==> src/depq_pkg.sv <==
package depq_pkg;

    localparam int CAPACITY   = 64;
    localparam int DATA_W     = 32;
    localparam int KIND_W     = 2;
    localparam int COUNT_W    = 7;
    localparam int OCC_W      = $clog2(CAPACITY + 1);
    localparam int GROUP_SIZE = 8;
    localparam int NUM_GROUPS = (CAPACITY + GROUP_SIZE - 1) / GROUP_SIZE;

    typedef logic signed [DATA_W-1:0] data_t;
    typedef logic [KIND_W-1:0]        kind_t;
    typedef logic [OCC_W-1:0]         occ_t;
    typedef logic [COUNT_W-1:0]       count_t;

    localparam kind_t KIND_INSERT  = 2'd0;
    localparam kind_t KIND_DEL_MIN = 2'd1;
    localparam kind_t KIND_DEL_MAX = 2'd2;

    // operation broadcast to every cell of the chain
    typedef struct packed {
        logic ins;
        logic del_min;
        logic del_max;
    } cell_op_t;

    typedef enum logic [1:0] {
        ST_IDLE,
        ST_GATHER,
        ST_FINAL,
        ST_OUT
    } state_t;

endpackage

==> src/depq_cell.sv <==
module depq_cell (
    input  logic                clk,
    input  logic                rst_n,
    input  depq_pkg::cell_op_t  op,
    input  depq_pkg::data_t     ins_value,
    input  depq_pkg::data_t     left_value,
    input  logic                left_valid,
    input  logic                left_shift,
    input  depq_pkg::data_t     right_value,
    input  logic                right_valid,
    output depq_pkg::data_t     cell_value,
    output logic                cell_valid,
    output logic                shift,
    output logic                top
);
    import depq_pkg::*;

    data_t value_reg;
    data_t value_next;
    logic  valid_reg;
    logic  valid_next;

    // new value belongs at or below this cell, or this is the first free
    // cell: the cell moves up
    assign shift = valid_reg ? (ins_value < value_reg) : left_valid;
    assign top   = valid_reg && !right_valid;

    always_comb
    begin
        value_next = value_reg;
        valid_next = valid_reg;
        if (op.ins && shift)
        begin
            if (left_shift)
            begin
                value_next = left_value;
            end
            else
            begin
                value_next = ins_value;
            end
            valid_next = 1'b1;
        end
        else if (op.del_min)
        begin
            value_next = right_value;
            valid_next = right_valid;
        end
        else if (op.del_max)
        begin
            valid_next = valid_reg && right_valid;
        end
    end

    always_ff @(posedge clk or negedge rst_n)
    begin
        if (!rst_n)
        begin
            valid_reg <= 1'b0;
        end
        else
        begin
            valid_reg <= valid_next;
        end
    end

    always_ff @(posedge clk)
    begin
        value_reg <= value_next;
    end

    assign cell_value = value_reg;
    assign cell_valid = valid_reg;

endmodule

==> config.mk <==
export PLATFORM = sky130hd
export DESIGN_NAME = depq_cell
export DESIGN_NICKNAME = d
export VERILOG_FILES = /design/src/depq_pkg.sv /design/src/depq_cell.sv
export SDC_FILE = /design/constraint.sdc
export NUM_CORES = 1
export LEC_CHECK = 0
export ABC_CLOCK_PERIOD_IN_PS = 12100
export BUFFER_PORTS_ARGS = -buffer_cell sky130_fd_sc_hd__buf_2
export CAP_MARGIN = 15
export CORE_MARGIN = 2
export CORE_UTILIZATION = 45
export CTS_CLUSTER_DIAMETER = 40
export DETAILED_ROUTE_END_ITERATION = 6
export GPL_TIMING_DRIVEN = 0
export PLACE_DENSITY_LB_ADDON = 0.12
export SLEW_MARGIN = 20
export SYNTH_ARGS = -nofsm -noshare
export SYNTH_HDL_FRONTEND = slang
export SYNTH_SLANG_ARGS = --single-unit
==> constraint.sdc <==
create_clock -name clk -period 12.1 [get_ports clk]
set_input_delay 3.63 -clock clk [delete_from_list [all_inputs] [get_ports clk]]
set_output_delay 3.63 -clock clk [all_outputs]
set_load 0.02 [all_outputs]
; Word-level counts from Yosys, hierarchy flattened
; Cells that the tools add are included.
[classes]
n_lt_le_gt_ge = 1
n_mux = 7
n_reduce_logical = 6
[op_table]
columns = cell, count
row1 = 32-bit two-way mux, 3
row2 = 32-bit < comparator, 1
row3 = 1-bit two-way mux, 4
row4 = 1-bit logical AND, 3
row5 = 3-bit nonzero test, 1
row6 = 2-bit nonzero test, 1
row7 = 1-bit logical NOT, 1
[totals]
reg_bits = 33
inputBits = 104
output_inout_bits = 35
wordCells = 16

; Logic depth before layout (Yosys ltp)
; Gate-level depths: netlist (run 1).
[depth]
depth_word = 4
mapped_depth = 10
depth_no_buf = 8

; Least setup slack after synthesis (run 1)
; Ideal clock, no wire load.
[synth_timing]
path_kind = input port to output port
from = in ins_value[31]
to = out shift
arrival_time_ns = 5.792
t_required_ns = 8.470
setup_slack_ns = 2.678
stages = 6
path_buffers = 0
path_cell_list = ha_1 -> nand4_2 -> or4_4 -> a2bb2oi_1 -> and2_1 -> o311ai_0
[synth_via]
elab_chain_len = 2
[synth_rtl]
columns = element, line_no
row1 = from (decl), depq_cell.sv:5  ; input depq_pkg::data_t ins_value,
row2 = 32-bit < comparator, depq_cell.sv:25  ; assign shift = valid_reg ? (ins_value < value_reg) : left_valid;
row3 = 1-bit two-way mux, depq_cell.sv:25
row4 = to (decl), depq_cell.sv:13  ; output logic shift,
; No other way between the ends.

; Worst setup path after layout (run 1)
; Same ends and word-level chain as after synthesis.

==> impl_metrics.toml, run 1 <==
[status]
outcome = "complete, no violations"

[sta]
finalHoldViolCount = 0
tns_ns = 0
fin_crit_ns = 9.39
fin_hold_ws_ns = 0.624
max-slew-margin-rel = 0.600
setup_viol = 0
worst_pin_slew_ns = 0.600
clock_skew_ns = 0.00781
fin_crit_sh = 0.776
clock.fmax_ghz = 0.106
rsz0062_at_grt = "false"
drv_slew = 0

[synth]
yosys_warnings = 0
synthArstFlopShare = 0.0303
yosys-top-cells-area = "edfxtp_1, mux2_4, mux2_2, ha_1, inv_1"
synth.cell_area_um2 = 2770
synth.distinct_cells = 34
synth_edf_count = 32
ys_seq_area_frac = 0.356
synth.most_common_cell = "mux2_2"
yosysTopAreaCellShare = 0.347
synth_top_flop_cell = "edfxtp_1"
syn_area_per_cell_um2 = 12.1
synthCells = 229
ys_top_cells_by_count = "mux2_2, inv_1, edfxtp_1"
synth_top_area_cell = "edfxtp_1"
synth_seq_cells = 33
synth_nets = 364

[grt]
antenna_found_initial = 0
grt_pass1_vias = 2165
overflow = 0
grt_pass1_wl_um = 9760
track_usage = 0.190
grt_max_degree = 20

[worst_setup_path]
crit_path_frequent_cell = "buf_2"
cp-start-kind = "primary input"
crit_slowest_cell = "or4_4"
cp_max_fo = 7
crit_chain = "buf_2 > ha_1 > nand4_2 > or4_4 > a2bb2oi_1 > and2_1 > o311ai_0 > buf_2"
crit_type = "primary input to output port"
worstPathRequired_ns = 8.47
cp-end-kind = "output port"
arrival_ns = 5.76
cpPeakStageDelay_ns = 0.57

[layout]
antennaDiodeCount = 0
final_util = 0.617
synthToLayoutAreaGrowth_pct = 32.0
fin_nets = 509
drive_gt1_frac = 0.573

[clocking]
cts_tree = "done"
clkSlewWorstSetupHoldPaths_ns = 0.07
cts_setup_buffers = 0
cts_hold_buf = 0
cts-root-buf = "clkbuf_8"
clock-sinks = 33
clock_path_buffers = 2
cts_resized = 0
htreeDepth = 2
numCtsBuffers = 5
clkLatencyLatePin_ns = 0.28

[routing]
drtIter0Drc = 37
post_drt_wl_per_cell_um = 14.1
ant_nets = 0
drt-pass1-iter-count = 4
via_per_inst = 4.93
vias = 2217
drc = 0
routed_wirelength_um = 6330

[power]
power_density_nw_per_um2 = 137
leakage_nw = 1.83
ir_worst_vdd_uv = 68.5

[floorplanning]
io_pins = 139
die_w_um = 82.4
die_h_um = 82.4
die_area_um2 = 6800
start_util = 0.468
core.rowCount = 28
core_um2 = 5920

[placement]
numPortBuffers = 137
post-dp-hpwl_um = 5150
gp_congestion = 0.818

[hold_path]
hold_class = "flop to flop"

[run]
cap_violations = 0
==> worst max-delay path: cells and delay by family <==
family | cells | cell delay [ns]
buffers and inverters | 2 | 0.35
and+or+nand+nor | 3 | 0.92
adders and majority gates | 1 | 0.39
AOI/OAI and AO/OA | 2 | 0.47
==> final cells by class <==
cell class	instances	area, um2
plain buffers	8	81.3
clock buffers	8	80.1
fillers	524	2260
inverters	33	124
multi-input cells	155	1580
flip-flops and latches	33	986
well taps	75	93.8
repair buffers	138	713
==> through the flow <==
step / cells / setup slack [ns] / total power (W) / area (um2)
2_1_floorplan: 229 / 2.68 / 0.000351 / 2770
3_3_place_gp: 441 / 2.79 / 0.000418 / 3550
3_5_place_dp: 442 / 2.76 / 0.000426 / 3580
4_1_cts: 450 / 2.75 / 0.000509 / 3660
5_1_grt: 450 / 2.55 / 0.000541 / 3660
6_report: 450 / 2.71 / 0.000502 / 3660
==> state kept, by name, indices dropped and copies added (netlist names) <==
name / flops
cell_value: 32
cell_valid: 1
==> layer usage <==
metal	vias up	part of all wire	global-route usage	wire length, um
met2	78	0.50	0.324	3140
met5	-	0	0	0
li1	1135	-	-	-
met1	998	0.43	0.237	2740
met4	0	0.012	0.0583	73
met3	6	0.060	0.0457	379
==> layout by cell type, fill, tap and decap left out, drive strengths merged <==
cell type,n
a2111o,2
a211oi,1
a21boi,1
a21oi,12
a2bb2oi,2
a311o,1
a311oi,1
a41oi,1
and2,1
and3,2
buf,142
clkbuf,12
dfrtp,1
edfxtp,32
ha,31
inv,33
mux2,64
nand2,10
nand2b,2
nand3,2
nand4,4
nor2,3
nor3,3
o21a,3
o21ai,4
o21ba,1
o22ai,1
o311ai,1
or2,1
or4,1
==> final timing paths <==
path	from	to	slack [ns]	cells past startpoint
worst max-delay path	ins_value[31]	shift	2.71	8
worst min-delay path	cell_valid	cell_valid	0.62	2
worst max register to register	cell_value[31]	cell_value[26]	8.55	10
worst min register to register	cell_valid	cell_valid	0.62	2
max in group asynchronous	rst_n	cell_valid	8.90	1
min in group asynchronous	rst_n	cell_valid	3.12	1
==> logic make-up after synthesis <==
logic type / synth area share
AO/OA/AOI/OAI: 0.0759
adder cells (fa/ha/maj): 0.140
buffers and inverters: 0.0741
flip-flops: 0.356
multiplexers: 0.298
AND/OR/NAND/NOR: 0.0556
==> power by group <==
part | switching (W) | total (W) | internal, W
clock | 0.0000406 | 0.0000815 | 0.0000409
sequential | 0.0000122 | 0.000173 | 0.000161
combinational | 0.000125 | 0.000247 | 0.000122
total | 0.000178 | 0.000502 | 0.000323
Power figures use the tool's default switching activity.
==> run 2, diff against run 1 <==
Settings changed: ABC_CLOCK_PERIOD_IN_PS 12100 to 8100, CORE_UTILIZATION 45 to 42.
Clock period 12.1 ns to 8.1 ns, I/O delays scaled along.
==> run 2 against run 1 <==
  * Sequential power increased by 49%
  * Core utilization decreased by 4.0 points
  * Clock skew about the same
  * Clock power increased by 60%
  * Worst hold slack improved by 0.015 ns
  * Global-route usage decreased by 1.4 points
==> impl_metrics.toml, run 2 (synthesis gave the netlist of run 1 again) <==
[sta]
fin_crit_sh = 0.869
rsz0062_at_grt = "false"
clock_skew_ns = 0.00800
finalHoldViolCount = 0
worst_pin_slew_ns = 0.629
clock.fmax_ghz = 0.142
fin_crit_ns = 7.03
max-slew-margin-rel = 0.580
drv_slew = 0
tns_ns = 0
setup_viol = 0

[routing]
vias = 2217
wl_met1_um = 2830
routed_wirelength_um = 6400
via_per_inst = 4.90
drt-pass1-iter-count = 3
met2_length_um = 3120
drtIter0Drc = 42
wl_met3_um = 373
post_drt_wl_per_cell_um = 14.1
drc = 0
maxUsedRoutingLayer = "met4"
ant_nets = 0

[layout]
stdcell_count = 452
antennaDiodeCount = 0
layout_common_cells = "buf_2, mux2_2, inv_1, edfxtp_1, ha_1"
final_util = 0.578
largest_reg_flops = 32
layout_commonest_cell = "buf_2"
synthToLayoutAreaGrowth_pct = 32.5
fin_nets = 509
drive_gt1_frac = 0.576
fin_area_um2 = 3670

[grt]
track_usage = 0.176
antenna_found_initial = 0
grt_max_degree = 20
grt_pass1_vias = 2207
grt_pass1_wl_um = 10000
overflow = 0

[placement]
numPortBuffers = 137
dp_cells = 444
place_area_um2 = 3580
post-dp-hpwl_um = 5200
gp_congestion = 0.786

[floorplanning]
die_w_um = 85.2
start_util = 0.436
die_area_um2 = 7260
io_pins = 139
core.rowCount = 29
die_h_um = 85.2
core_um2 = 6350

[worst_setup_path]
rr_worst_depth = 10
worstPathRequired_ns = 5.67
crit_type = "primary input to output port"
r2r_start = "cell_value[31]"
cp_max_fo = 7
crit_end = "shift"
r2r_slack_ns = 4.62
cp-start-kind = "primary input"
cp-end-kind = "output port"
arrival_ns = 4.60
r2r-end = "cell_value[13]"
crit_start = "ins_value[31]"

[power]
power_w = 0.000761
ir_worst_vdd_uv = 101
leakage_nw = 1.84
power_density_nw_per_um2 = 207

[clocking]
cts-root-buf = "clkbuf_8"
htreeDepth = 2
cts_setup_buffers = 0
cts_tree = "done"
cts_hold_buf = 0
clock-sinks = 33
numCtsBuffers = 5
clock_path_buffers = 2
clkSlewWorstSetupHoldPaths_ns = 0.07
cts_resized = 0
clkLatencyLatePin_ns = 0.29

[hold_path]
hold_class = "flop to flop"

[run]
cap_violations = 0

[status]
outcome = "complete, no violations"
## run 2: changes by cell type in the layout (fill, tap and decap cells not counted)
cell,previous run,this run
clkbuf_1,7,6
clkbuf_8,5,6
## run 2: how the worst min path moves through the flow
stage,from,end,slack [ns],cells after the start
after global routing,cell_valid,cell_valid,0.69,2
after detailed placement,cell_valid,cell_valid,0.62,2
after global placement,cell_valid,cell_valid,0.62,2
after floorplan,cell_valid,cell_valid,0.70,2
final,cell_valid,cell_valid,0.64,2
after CTS,cell_valid,cell_valid,0.64,2
## run 2: metrics by stage
step	hold slack (ns)	setup slack, ns
6_report	0.639	1.07
5_1_grt	0.695	0.948
4_1_cts	0.642	1.06
3_5_place_dp	0.625	1.07
3_3_place_gp	0.617	1.16
2_1_floorplan	0.701	1.08
## run 2: where the power goes
part | internal [W] | switching, W | total, W
combinational | 0.000182 | 0.000190 | 0.000372
sequential | 0.000240 | 0.0000183 | 0.000258
clock | 0.0000693 | 0.0000604 | 0.000130
## run 2: layout make-up
class                           instances  area, um2
Inverter                               33        124
Tap cell                               77       96.3
Sequential cell                        33        986
Multi-Input combinational cell        155       1580
Clock buffer                            8       90.1
Buffer                                  8       81.3
Fill cell                             573       2680
Timing Repair Buffer                  138        713
## run 2: critical path, stage by stage
cell	delay [ns]
buf_2	0.11
ha_1	0.39
nand4_2	0.17
or4_4	0.57
a2bb2oi_1	0.16
and2_1	0.17
o311ai_0	0.34
buf_2	0.25
## run 2: routing by layer
metal	global-route usage	vias up
met4	0.0519	0
met1	0.215	1003
met5	0	-
met3	0.0409	7
met2	0.309	73
li1	-	1134
==> run 3, diff against run 2 <==
Settings changed: CORE_ASPECT_RATIO set to 1.4, CORE_MARGIN 2 to 4.
==> run 3 against run 2 <==
  * Count of clock-buffer cells in the layout unchanged
  * First-iteration DRC count up 24%
  * Design area down 0.44%
  * Global-route usage down 0.67 points
  * Clock power down 6%
  * Sequential share of layout area up 0.12 points
  * Via count up 3.0%
  * Sequential power about the same
==> impl_metrics.toml, run 3 (synthesis gave the netlist of run 1 again) <==
[status]
outcome = "complete, no violations"

[worst_setup_path]
r2r_start = "cell_value[31]"
crit_chain = "buf_2 > ha_1 > nand4_2 > or4_4 > a2bb2oi_1 > and2_1 > o311ai_0 > buf_2"
worst-path-buf-inv = 2
crit_type = "primary input to output port"
worstPathRequired_ns = 5.67
cp-start-kind = "primary input"
cp_max_fo = 7
cpPeakStageDelay_ns = 0.57
crit_slowest_cell = "or4_4"
r2r_slack_ns = 4.54
cp_top_family = "simple AND/OR/NAND/NOR gates"
arrival_ns = 4.55
crit_path_frequent_cell = "buf_2"
rr_worst_depth = 10
r2r-end = "cell_value[24]"
cp-end-kind = "output port"

[clocking]
cts_hold_buf = 0
cts_resized = 0
clock_path_buffers = 2
clock-sinks = 33
cts-root-buf = "clkbuf_8"
htreeDepth = 2
clkLatencyLatePin_ns = 0.28
cts_setup_buffers = 0
clkSlewWorstSetupHoldPaths_ns = 0.07
numCtsBuffers = 5
cts_tree = "done"

[sta]
finalHoldViolCount = 0
clock.fmax_ghz = 0.143
tns_ns = 0
worst_pin_slew_ns = 0.631
setup_viol = 0
drv_slew = 0
rsz0062_at_grt = "false"
fin_ws_ns = 1.12
fin_crit_ns = 6.98
clock_skew_ns = 0.00465
fin_crit_sh = 0.862
max-slew-margin-rel = 0.580

[hold_path]
whs_path_depth = 2
hold_class = "flop to flop"
min_from = "cell_valid"
hold_end = "cell_valid"

[routing]
drc = 0
drtIter0Drc = 52
drt-pass1-iter-count = 4
routed_wirelength_um = 6800
post_drt_wl_per_cell_um = 15.2
via_per_inst = 5.11
ant_nets = 0
vias = 2284

[layout]
antennaDiodeCount = 0
largest_reg_flops = 32
layout_commonest_cell = "buf_2"
final_util = 0.580
layout_common_cells = "buf_2, mux2_2, inv_1, edfxtp_1, ha_1"
fin_nets = 509
drive_gt1_frac = 0.573
synthToLayoutAreaGrowth_pct = 31.9
fin_area_um2 = 3650

[power]
power_density_nw_per_um2 = 207
power_w = 0.000755
leakage_nw = 1.83
ir_worst_vdd_uv = 109

[grt]
overflow = 0
grt_pass1_wl_um = 10700
antenna_found_initial = 0
grt_pass1_vias = 2296
grt_max_degree = 18
track_usage = 0.170

[placement]
post-dp-hpwl_um = 5620
dp_slack_ns = 1.12
numPortBuffers = 137
place_area_um2 = 3570
gp_congestion = 0.716

[run]
cap_violations = 0

[floorplanning]
die_w_um = 76.6
die_area_um2 = 7970
core_um2 = 6300
start_util = 0.440
die_h_um = 104
io_pins = 139
core.rowCount = 34
-- run 3: routing by layer --
layer  track usage  vias to the layer above  wire length [um]
li1              -                     1136                 -
met3        0.0520                        8               517
met4        0.0609                        0               119
met2         0.318                       89              3630
met5             0                        -                 0
met1         0.175                     1051              2540
-- run 3: power by group --
part           switching (W)  internal [W]  total (W)
clock              0.0000611     0.0000611   0.000122
sequential         0.0000186      0.000240   0.000259
combinational       0.000191      0.000183   0.000374
-- run 3: how the worst max path moves through the flow --
stage / start / endpoint / slack [ns] / depth (start not counted)
4_1_cts: ins_value[31] / shift / 1.10 / 8
2_1_floorplan: ins_value[31] / shift / 1.08 / 6
3_3_place_gp: ins_value[31] / shift / 1.14 / 8
6_report: ins_value[31] / shift / 1.12 / 8
5_1_grt: ins_value[31] / shift / 0.95 / 8
3_5_place_dp: ins_value[31] / shift / 1.12 / 8
-- run 3: worst min-delay path: cells and delay by family (launching register included) --
family          cells  cell delay [ns]
flops               1             0.44
compound gates      1             0.12
simple gates        1             0.06
-- run 3: area by class of cell --
type,instances,area [um2]
multi-input combinational,155,1580
clock buffer,8,80.1
timing repair buffer,138,713
sequential,33,986
fill,573,2640
buffer,8,81.3
inverter,33,124
tap,72,90.1
-- run 3: per-stage QoR --
step	hold WS (ns)	cells
floorplan	0.701	229
global placement	0.599	438
detailed placement	0.626	439
CTS	0.644	447
global route	0.679	447
finish	0.654	447
